===== src/rtl/core/stb_pkg.sv =====
// Package: shared types and constants for the soft timer bank.
`timescale 1ns / 1ps
package stb_pkg;

  localparam int SLOTS    = 16;
  localparam int SLOT_W   = (SLOTS > 1) ? $clog2(SLOTS) : 1;
  localparam int MAX_EVT  = 16;
  localparam int EVT_W    = $clog2(MAX_EVT + 1);

  localparam logic [2:0] OP_TICK   = 3'd0;
  localparam logic [2:0] OP_CREATE = 3'd1;
  localparam logic [2:0] OP_DELETE = 3'd2;
  localparam logic [2:0] OP_ARM    = 3'd3;
  localparam logic [2:0] OP_READ   = 3'd4;

  localparam logic [1:0] ST_OK    = 2'd0;
  localparam logic [1:0] ST_FULL  = 2'd1;
  localparam logic [1:0] ST_NOSLT = 2'd2;

  localparam logic KIND_REPLY = 1'b0;
  localparam logic KIND_EVENT = 1'b1;

  typedef struct packed {
    logic [2:0]  op;
    logic [3:0]  slot;
    logic [15:0] tick_period;
    logic        use_callback;
    logic [31:0] interval_value;
    logic        periodic;
    logic        run;
  } in_item_t;

  typedef struct packed {
    logic        kind;
    logic [1:0]  status;
    logic [3:0]  slot_out;
    logic        fired_callback;
    logic        timeout_flag;
    logic [31:0] time_now;
    logic        last;
  } out_item_t;

  // per-slot record kept in the slot memory
  typedef struct packed {
    logic        cb_kind;
    logic        running;
    logic        periodic;
    logic        flag;
    logic [31:0] start;
    logic [31:0] interval;
  } slot_rec_t;

endpackage


===== src/rtl/core/soft_timer_bank.sv =====
// Top level: soft timer bank with a memory-held slot table and a slot scanner.
`timescale 1ns / 1ps
// A bank of software timers sharing one 32-bit time count. Each input
// transaction carries one op (tick, create, delete, arm, read). Slot records
// (kind, run, periodic, flag, start, interval) live in a one-port-read,
// one-port-write synchronous memory; only the in-use bits are flip-flops,
// cleared at reset. Create, delete, arm and read pass a read state and an
// op state, then wait on the output handshake. Create finds the lowest free
// slot from the in-use bits in one step. A tick walks the memory twice
// (callback timers, then flag timers), with a slot read state and an
// evaluate state per slot; the scan holds while a buffered event waits on
// the output, and a tick ends with the handshake of its final event.
// Events are capped at 16 per tick; later expiries are still applied. Ops
// 5 to 7 are dropped without a result. No clearing pass.
module soft_timer_bank (
  input  logic               clk,
  input  logic               rst,
  input  logic               in_valid,
  output logic               in_ready,
  input  stb_pkg::in_item_t  in_data,
  output logic               out_valid,
  input  logic               out_ready,
  output stb_pkg::out_item_t out_data
);

  localparam int SW = stb_pkg::SLOT_W;

  typedef enum logic [5:0] {
    S_IDLE  = 6'b000001,
    S_RD    = 6'b000010,
    S_OP    = 6'b000100,
    S_SCAN  = 6'b001000,
    S_EVAL  = 6'b010000,
    S_FIN   = 6'b100000
  } state_t;

  state_t state;
  stb_pkg::in_item_t req;
  logic [31:0] time_count;
  logic [stb_pkg::SLOTS-1:0] used;

  // slot memory
  stb_pkg::slot_rec_t mem [stb_pkg::SLOTS];
  stb_pkg::slot_rec_t rd_data;
  logic [SW-1:0] rd_addr;
  logic          wr_en;
  logic [SW-1:0] wr_addr;
  stb_pkg::slot_rec_t wr_data;

  always_ff @(posedge clk) begin
    if (wr_en) begin
      mem[wr_addr] <= wr_data;
    end
    rd_data <= mem[rd_addr];
  end

  // scanner
  logic [SW:0]   idx;        // slot being read; also counts to SLOTS
  logic [SW-1:0] eidx;       // slot whose data is in rd_data
  logic          pass_cb;    // 1: callback pass
  logic [stb_pkg::EVT_W-1:0] evt_cnt;
  logic          pend;       // an event sits in evt_buf
  stb_pkg::out_item_t evt_buf;

  // lowest free slot
  logic          free_found;
  logic [SW-1:0] free_idx;
  always_comb begin
    free_found = 1'b0;
    free_idx   = '0;
    for (int i = stb_pkg::SLOTS - 1; i >= 0; i--) begin
      if (!used[i]) begin
        free_found = 1'b1;
        free_idx   = SW'(i);
      end
    end
  end

  logic          slot_ok;
  logic [SW-1:0] s_idx;
  assign slot_ok = ({28'd0, req.slot} < 32'(stb_pkg::SLOTS)) && used[SW'(req.slot)];
  assign s_idx   = SW'(req.slot);

  logic expired;
  logic [31:0] elapsed;
  assign elapsed = time_count - rd_data.start;
  assign expired = used[eidx] && (rd_data.cb_kind == pass_cb) && rd_data.running
                   && (elapsed >= rd_data.interval);

  // event decision for the slot under evaluation
  logic emit;
  logic flag_after;
  always_comb begin
    emit       = 1'b0;
    flag_after = 1'b0;
    if (expired) begin
      if (pass_cb) begin
        emit       = 1'b1;
        flag_after = rd_data.periodic;
      end else begin
        emit       = !rd_data.flag;
        flag_after = 1'b1;
      end
    end
  end

  assign in_ready = (state == S_IDLE) && !out_valid;

  // keep re-reading the evaluated slot while the scan holds
  always_comb begin
    rd_addr = s_idx;
    if (state == S_SCAN) begin
      rd_addr = idx[SW-1:0];
    end else if (state == S_EVAL) begin
      rd_addr = eidx;
    end
  end

  always_ff @(posedge clk) begin
    wr_en <= 1'b0;
    if (rst) begin
      state      <= S_IDLE;
      time_count <= '0;
      used       <= '0;
      out_valid  <= 1'b0;
      pend       <= 1'b0;
    end else begin
      if (out_valid && out_ready) begin
        out_valid <= 1'b0;
      end
      unique case (state)
        S_IDLE: begin
          if (in_valid && in_ready) begin
            req <= in_data;
            if (in_data.op == stb_pkg::OP_TICK) begin
              time_count <= time_count + {16'd0, in_data.tick_period};
              idx     <= '0;
              pass_cb <= 1'b1;
              evt_cnt <= '0;
              pend    <= 1'b0;
              state   <= S_SCAN;
            end else if (in_data.op <= stb_pkg::OP_READ) begin
              state <= S_RD;
            end
          end
        end
        S_RD: begin
          state <= S_OP;  // rd_data valid next cycle
        end
        S_OP: begin
          out_data.kind           <= stb_pkg::KIND_REPLY;
          out_data.fired_callback <= 1'b0;
          out_data.timeout_flag   <= 1'b0;
          out_data.time_now       <= time_count;
          out_data.last           <= 1'b1;
          out_data.slot_out       <= req.slot;
          out_data.status         <= slot_ok ? stb_pkg::ST_OK : stb_pkg::ST_NOSLT;
          out_valid <= 1'b1;
          state     <= S_IDLE;
          case (req.op)
            stb_pkg::OP_CREATE: begin
              if (free_found) begin
                used[free_idx] <= 1'b1;
                wr_en   <= 1'b1;
                wr_addr <= free_idx;
                wr_data <= '{cb_kind: req.use_callback, running: 1'b0, periodic: 1'b0,
                             flag: 1'b0, start: time_count, interval: 32'd0};
                out_data.status   <= stb_pkg::ST_OK;
                out_data.slot_out <= 4'(free_idx);
              end else begin
                out_data.status   <= stb_pkg::ST_FULL;
                out_data.slot_out <= 4'd0;
              end
            end
            stb_pkg::OP_DELETE: begin
              if (slot_ok) begin
                used[s_idx] <= 1'b0;
              end
            end
            stb_pkg::OP_ARM: begin
              if (slot_ok) begin
                wr_en   <= 1'b1;
                wr_addr <= s_idx;
                wr_data <= '{cb_kind: rd_data.cb_kind, running: req.run,
                             periodic: req.periodic, flag: 1'b0, start: time_count,
                             interval: req.interval_value};
              end
            end
            default: begin
              out_data.timeout_flag <= slot_ok && rd_data.flag;
            end
          endcase
        end
        S_SCAN: begin
          // issue read of slot idx
          eidx  <= idx[SW-1:0];
          idx   <= idx + 1'b1;
          state <= S_EVAL;
        end
        S_EVAL: begin
          // hold while the buffered event cannot move to the output
          if (pend && out_valid && !out_ready) begin
            state <= S_EVAL;
          end else begin
            if (expired) begin
              if (pass_cb) begin
                if (rd_data.periodic) begin
                  wr_en   <= 1'b1;
                  wr_addr <= eidx;
                  wr_data <= '{cb_kind: rd_data.cb_kind, running: rd_data.running,
                               periodic: 1'b1, flag: 1'b1, start: time_count,
                               interval: rd_data.interval};
                end else begin
                  used[eidx] <= 1'b0;
                end
              end else begin
                wr_en   <= 1'b1;
                wr_addr <= eidx;
                wr_data <= '{cb_kind: rd_data.cb_kind, running: rd_data.running,
                             periodic: rd_data.periodic, flag: 1'b1,
                             start: rd_data.start, interval: rd_data.interval};
              end
            end
            if (emit && (evt_cnt < stb_pkg::EVT_W'(stb_pkg::MAX_EVT))) begin
              evt_buf.kind           <= stb_pkg::KIND_EVENT;
              evt_buf.status         <= stb_pkg::ST_OK;
              evt_buf.slot_out       <= 4'(eidx);
              evt_buf.fired_callback <= pass_cb;
              evt_buf.timeout_flag   <= flag_after;
              evt_buf.time_now       <= time_count;
              evt_buf.last           <= 1'b0;
              // held until the scan ends or the next event shows up
              pend    <= 1'b1;
              evt_cnt <= evt_cnt + 1'b1;
              if (pend) begin
                out_data  <= evt_buf;
                out_valid <= 1'b1;
              end
            end
            if (idx == (SW+1)'(stb_pkg::SLOTS)) begin
              if (pass_cb) begin
                pass_cb <= 1'b0;
                idx     <= '0;
                state   <= S_SCAN;
              end else begin
                state <= S_FIN;
              end
            end else begin
              state <= S_SCAN;
            end
          end
        end
        S_FIN: begin
          // release the buffered final event with last set
          if (!(out_valid && !out_ready)) begin
            if (pend) begin
              out_data  <= '{kind: evt_buf.kind, status: evt_buf.status,
                             slot_out: evt_buf.slot_out,
                             fired_callback: evt_buf.fired_callback,
                             timeout_flag: evt_buf.timeout_flag,
                             time_now: evt_buf.time_now, last: 1'b1};
              out_valid <= 1'b1;
            end
            pend  <= 1'b0;
            state <= S_IDLE;
          end
        end
        default: state <= S_IDLE;
      endcase
    end
  end

endmodule

===== config.mk =====
export PLATFORM = sky130hd
export DESIGN_NAME = soft_timer_bank
export DESIGN_NICKNAME = d
export VERILOG_FILES = /design/src/rtl/core/stb_pkg.sv /design/src/rtl/core/soft_timer_bank.sv
export SDC_FILE = /design/constraint.sdc
export NUM_CORES = 2
export LEC_CHECK = 0
export CORE_UTILIZATION = 64
export DETAILED_ROUTE_END_ITERATION = 6
export DONT_BUFFER_PORTS = 1
export PLACE_DENSITY = 0.85
export SYNTH_ARGS = -nofsm -noshare
export SYNTH_HDL_FRONTEND = slang
export SYNTH_SLANG_ARGS = --single-unit

===== constraint.sdc =====
create_clock -name clk -period 9.6 [get_ports clk]
set_clock_uncertainty 0.1 [all_clocks]
set_input_delay 0 -clock clk [delete_from_list [all_inputs] [get_ports clk]]
set_output_delay 0 -clock clk [all_outputs]
set_load 0.05 [all_outputs]

==> impl_metrics.tcl <==
set metrics [dict create \
    outcome "completed" \
    core.rowCount 111 \
    power.leakage_nw 21.77 \
    ctsResizeCount 0 \
    start_kind "flip-flop" \
    final_min_period_over_clock_period_pct 69.99 \
    hold_violations 0 \
    critical_path_class "flip-flop to flip-flop" \
    final_core_util_pct 72.15 \
    vias 36140 \
    timing.fmax_mhz 148.8 \
    drt-total-wl_microns 144900 \
    postRouteAntennaNets 0 \
    worst-slew-pin-transition_ns 1.269 \
    grt_max_degree 207 \
    cp_slowest_stage_delay_ns 0.76 \
    synth.distinct_cells 83 \
    synth_edf_count 1297 \
    clkLatencyLatePin_ns 0.77 \
    drt_iter0_drc 4718 \
    synth_seq_area_share_pct 69.48 \
    synth_flop_cell "edfxtp_1" \
    required_ns 9.89 \
    critical_path_cell_list "inv_1 > ha_1 > inv_1 > fa_1 > a21oi_1 > o21ai_0 > a21oi_1 > o211ai_1 > a311oi_1 > o31ai_1 > a21oi_1 > o21bai_1 > xor2_1 > ha_1 > nand2_1 > nor2_1 > o21ai_0 > a21oi_1 > a2111oi_0 > o22ai_1 > nand3_1 > nor3_2 > buf_4" \
    worstSetupEndpointType "flip-flop" \
    setup_violations 0 \
    cts_stage_hold_buffer_count 127 \
    syn-instance-count 4058 \
    place_hpwl_microns 77380 \
    initial_core_util_pct 64.89 \
    first_global_vias 35170 \
    post_route_cells_drive_above_1_share_pct 9.658 \
    remaining_drc_errors 0 \
    synthesis.area_per_instance_sq_um 14.70 \
    cap_viol_max_count 0 \
    headroom_to_the_max_slew_limit_pct 15.39 \
    totalNegativeSetupSlack_ns 0 \
    cp_max_fo 33 \
    floorplan.die_area_sq_um 94440 \
    ctsHtreeMaxLevel 4 \
    design.final.nets 4265 \
    postCtsSetupRepairBufs 0 \
    die_x_microns 307.3 \
    gpl.final_weighted_congestion 0.9617 \
    critical_path_buf_inv_count 3 \
    rsz0062_at_grt "no" \
    min-delay-path-class "primary input to flip-flop" \
    syn_area_sq_um 59660 \
    instances_no_fill 5481 \
    syn_to_final_growth_pct 11.19 \
    synthesis.nets 4204 \
    crit_top_cell "a21oi_1" \
    tritoncts_clock_tree "done" \
    antenna_found_initial 5 \
    timing.critical_path.max_delay_family "compound AO/OA/AOI/OAI gates" \
    coreArea_sq_um 91940 \
    worstPathArrival_ns 7.01 \
    io_buffers 0 \
    number_of_clock_sinks_seen_by_cts 1422 \
    powerDensity_nw_per_um2 222.9 \
    synth-seq-cells 1422 \
    ys.warnings.count 0 \
    clockBufferDepth 3 \
    floorplan.io_pins 106 \
    overall_overflow_remaining_after_global_route 0 \
    dpl.cell_count 5094 \
    power_total_mw 14.79 \
    groute.usage.overall_pct 30.56 \
    die_height_microns 307.3 \
    wire_length_of_the_first_global_routing_pass_microns 214400 \
    numCtsBuffers 139 \
    clock_pin_slew_on_the_worst_setup_and_hold_paths_ns 0.07 \
    hold_ws_ns 0.02624 \
    vdd_drop_max_mv 0.1778 \
    maxSlewViolCount 0 \
    root_buffer "clkbuf_16" \
    period_needed_ns 6.719 \
    detail_route.first_pass.iterations 7 \
    via_per_inst 6.594 \
    wl_per_cell_microns 26.44 \
    postSynth.asyncResetShare_pct 0 \
    crit_path_top_delay_cell "o22ai_1" \
]
[routing by layer]
layer	global-route usage, %	part of all wire [%]	up-vias	wire length, microns
met5	0	0.022	-	32
met3	5.285	8.9	422	12940
met4	16.09	5.2	6	7475
li1	-	-	15870	-
met2	49.22	48	1935	69580
met1	40.10	38	17910	54890
[path summary, 6_finish.rpt]
path / startpoint / to / slack, ns / cells after the start
setup / recovery: time_count[0]$_SDFFE_PP0P_ / evt_buf[14]$_DFFE_PP_ / 2.88 / 23
setup reg to reg: time_count[0]$_SDFFE_PP0P_ / evt_buf[14]$_DFFE_PP_ / 2.88 / 23
hold reg to reg: time_count[0]$_SDFFE_PP0P_ / time_count[0]$_SDFFE_PP0P_ / 0.39 / 2
hold / removal: out_ready / out_valid$_SDFF_PP0_ / 0.03 / 3
[logic make-up after synthesis]
group                    count (synthesis)  share of synthesized area, %
multiplexers                           349                         6.216
adder cells (fa/ha/maj)                 84                         1.787
XOR/XNOR                                52                        0.7634
flip-flops                            1422                         69.48
AND/OR/NAND/NOR                        707                         6.491
AO/OA/AOI/OAI                         1095                         12.26
buffers and inverters                  349                         3.007
[worst register-to-register path: cells and delay by family (launching register included)]
family          cells  cell delay, ns
buf+inv             3            0.72
xor+xnor            1            0.15
simple gates        4            1.26
fa+ha+maj           3            0.87
compound gates     12            2.90
flops               1            0.33
[area by class of cell]
cell class,instances,area (sq um)
Inverter,91,346.6
Multi-Input combinational cell,2287,16620
Sequential cell,1422,41450
Timing Repair Buffer,178,1784
Clock buffer,188,3816
Tap cell,1243,1555
Clock inverter,69,762.0
Antenna cell,3,7.507
Fill cell,5431,25600
[registers in the layout (all words and copies together) (netlist names), 5 cells and up]
name        count
evt_buf        38
time_count     32
wr_data        68
out_data       42
state           6
mem          1088
req            38
evt_cnt         5
idx             5
rd_data        68
used           16
[through the flow]
step | setup slack [ns] | cell area (sq um)
after global routing | 2.501 | 66330
after global placement | 3.190 | 60460
after CTS | 3.046 | 66330
final | 2.881 | 66340
after floorplan | 1.764 | 59660
after detailed placement | 3.096 | 60460
[cell usage in the layout, fill, tap and decap left out, types with 9 or more instances in the layout]
cell type / count
nor3_1: 20
a21oi_1: 362
xnor2_1: 36
nand2b_1: 19
dfxtp_1: 125
edfxtp_1: 1297
nand3_1: 67
o211ai_1: 23
clkinv_1: 17
xor2_1: 16
and2b_1: 12
buf_4: 42
dlygate4sd3_1: 126
and3_1: 19
clkbuf_1: 37
ha_1: 82
a211oi_2: 30
clkbuf_8: 9
nor2b_1: 287
buf_12: 9
a31oi_1: 9
mux2_2: 66
a21o_1: 24
a211oi_1: 462
bufinv_16: 12
nor2_1: 103
o21ai_0: 96
inv_1: 90
nand4_1: 18
o21a_1: 12
clkinv_2: 20
clkbuf_16: 142
nor2_4: 13
nand2_1: 88
mux2i_1: 273
[Yosys cell counts (6+ instances only)]
master       n  area share [%]
a211oi_1   463             5.8
a211oi_2    30            0.63
a21boi_0     7           0.088
a21o_1      24            0.30
a21oi_1    364             3.1
a311oi_1     6           0.088
a31oi_1     10            0.10
and2_1       9           0.094
and2b_1     12            0.15
and3_1      19            0.20
buf_1        9           0.057
buf_2       69            0.58
buf_4       22            0.28
buf_6       40            0.75
clkbuf_1   114            0.72
dfxtp_1    125             4.2
edfxtp_1  1297              65
ha_1        82             1.7
inv_1       90            0.57
mux2_2      66             1.2
mux2i_1    273             4.6
mux4_2       8            0.30
nand2_1     89            0.56
nand2b_1    19            0.20
nand3_1     67            0.56
nand4_1     18            0.19
nor2_1     115            0.72
nor2b_1    287             3.0
nor3_1      25            0.21
nor3b_1      8            0.10
o211ai_1    23            0.29
o21a_1      12            0.15
o21ai_0     96            0.81
or3_1        6           0.063
xnor2_1     36            0.53
xor2_1      16            0.23
[power by group]
| group | internal, mW | total [mW] | switching, mW |
|---|---|---|---|
| clock network | 3.14 | 5.49 | 2.35 |
| registers | 6.83 | 6.94 | 0.111 |
| logic | 0.849 | 2.36 | 1.51 |
| total | 10.8 | 14.8 | 3.97 |
Note: power is estimated with default switching activity, not from simulation.
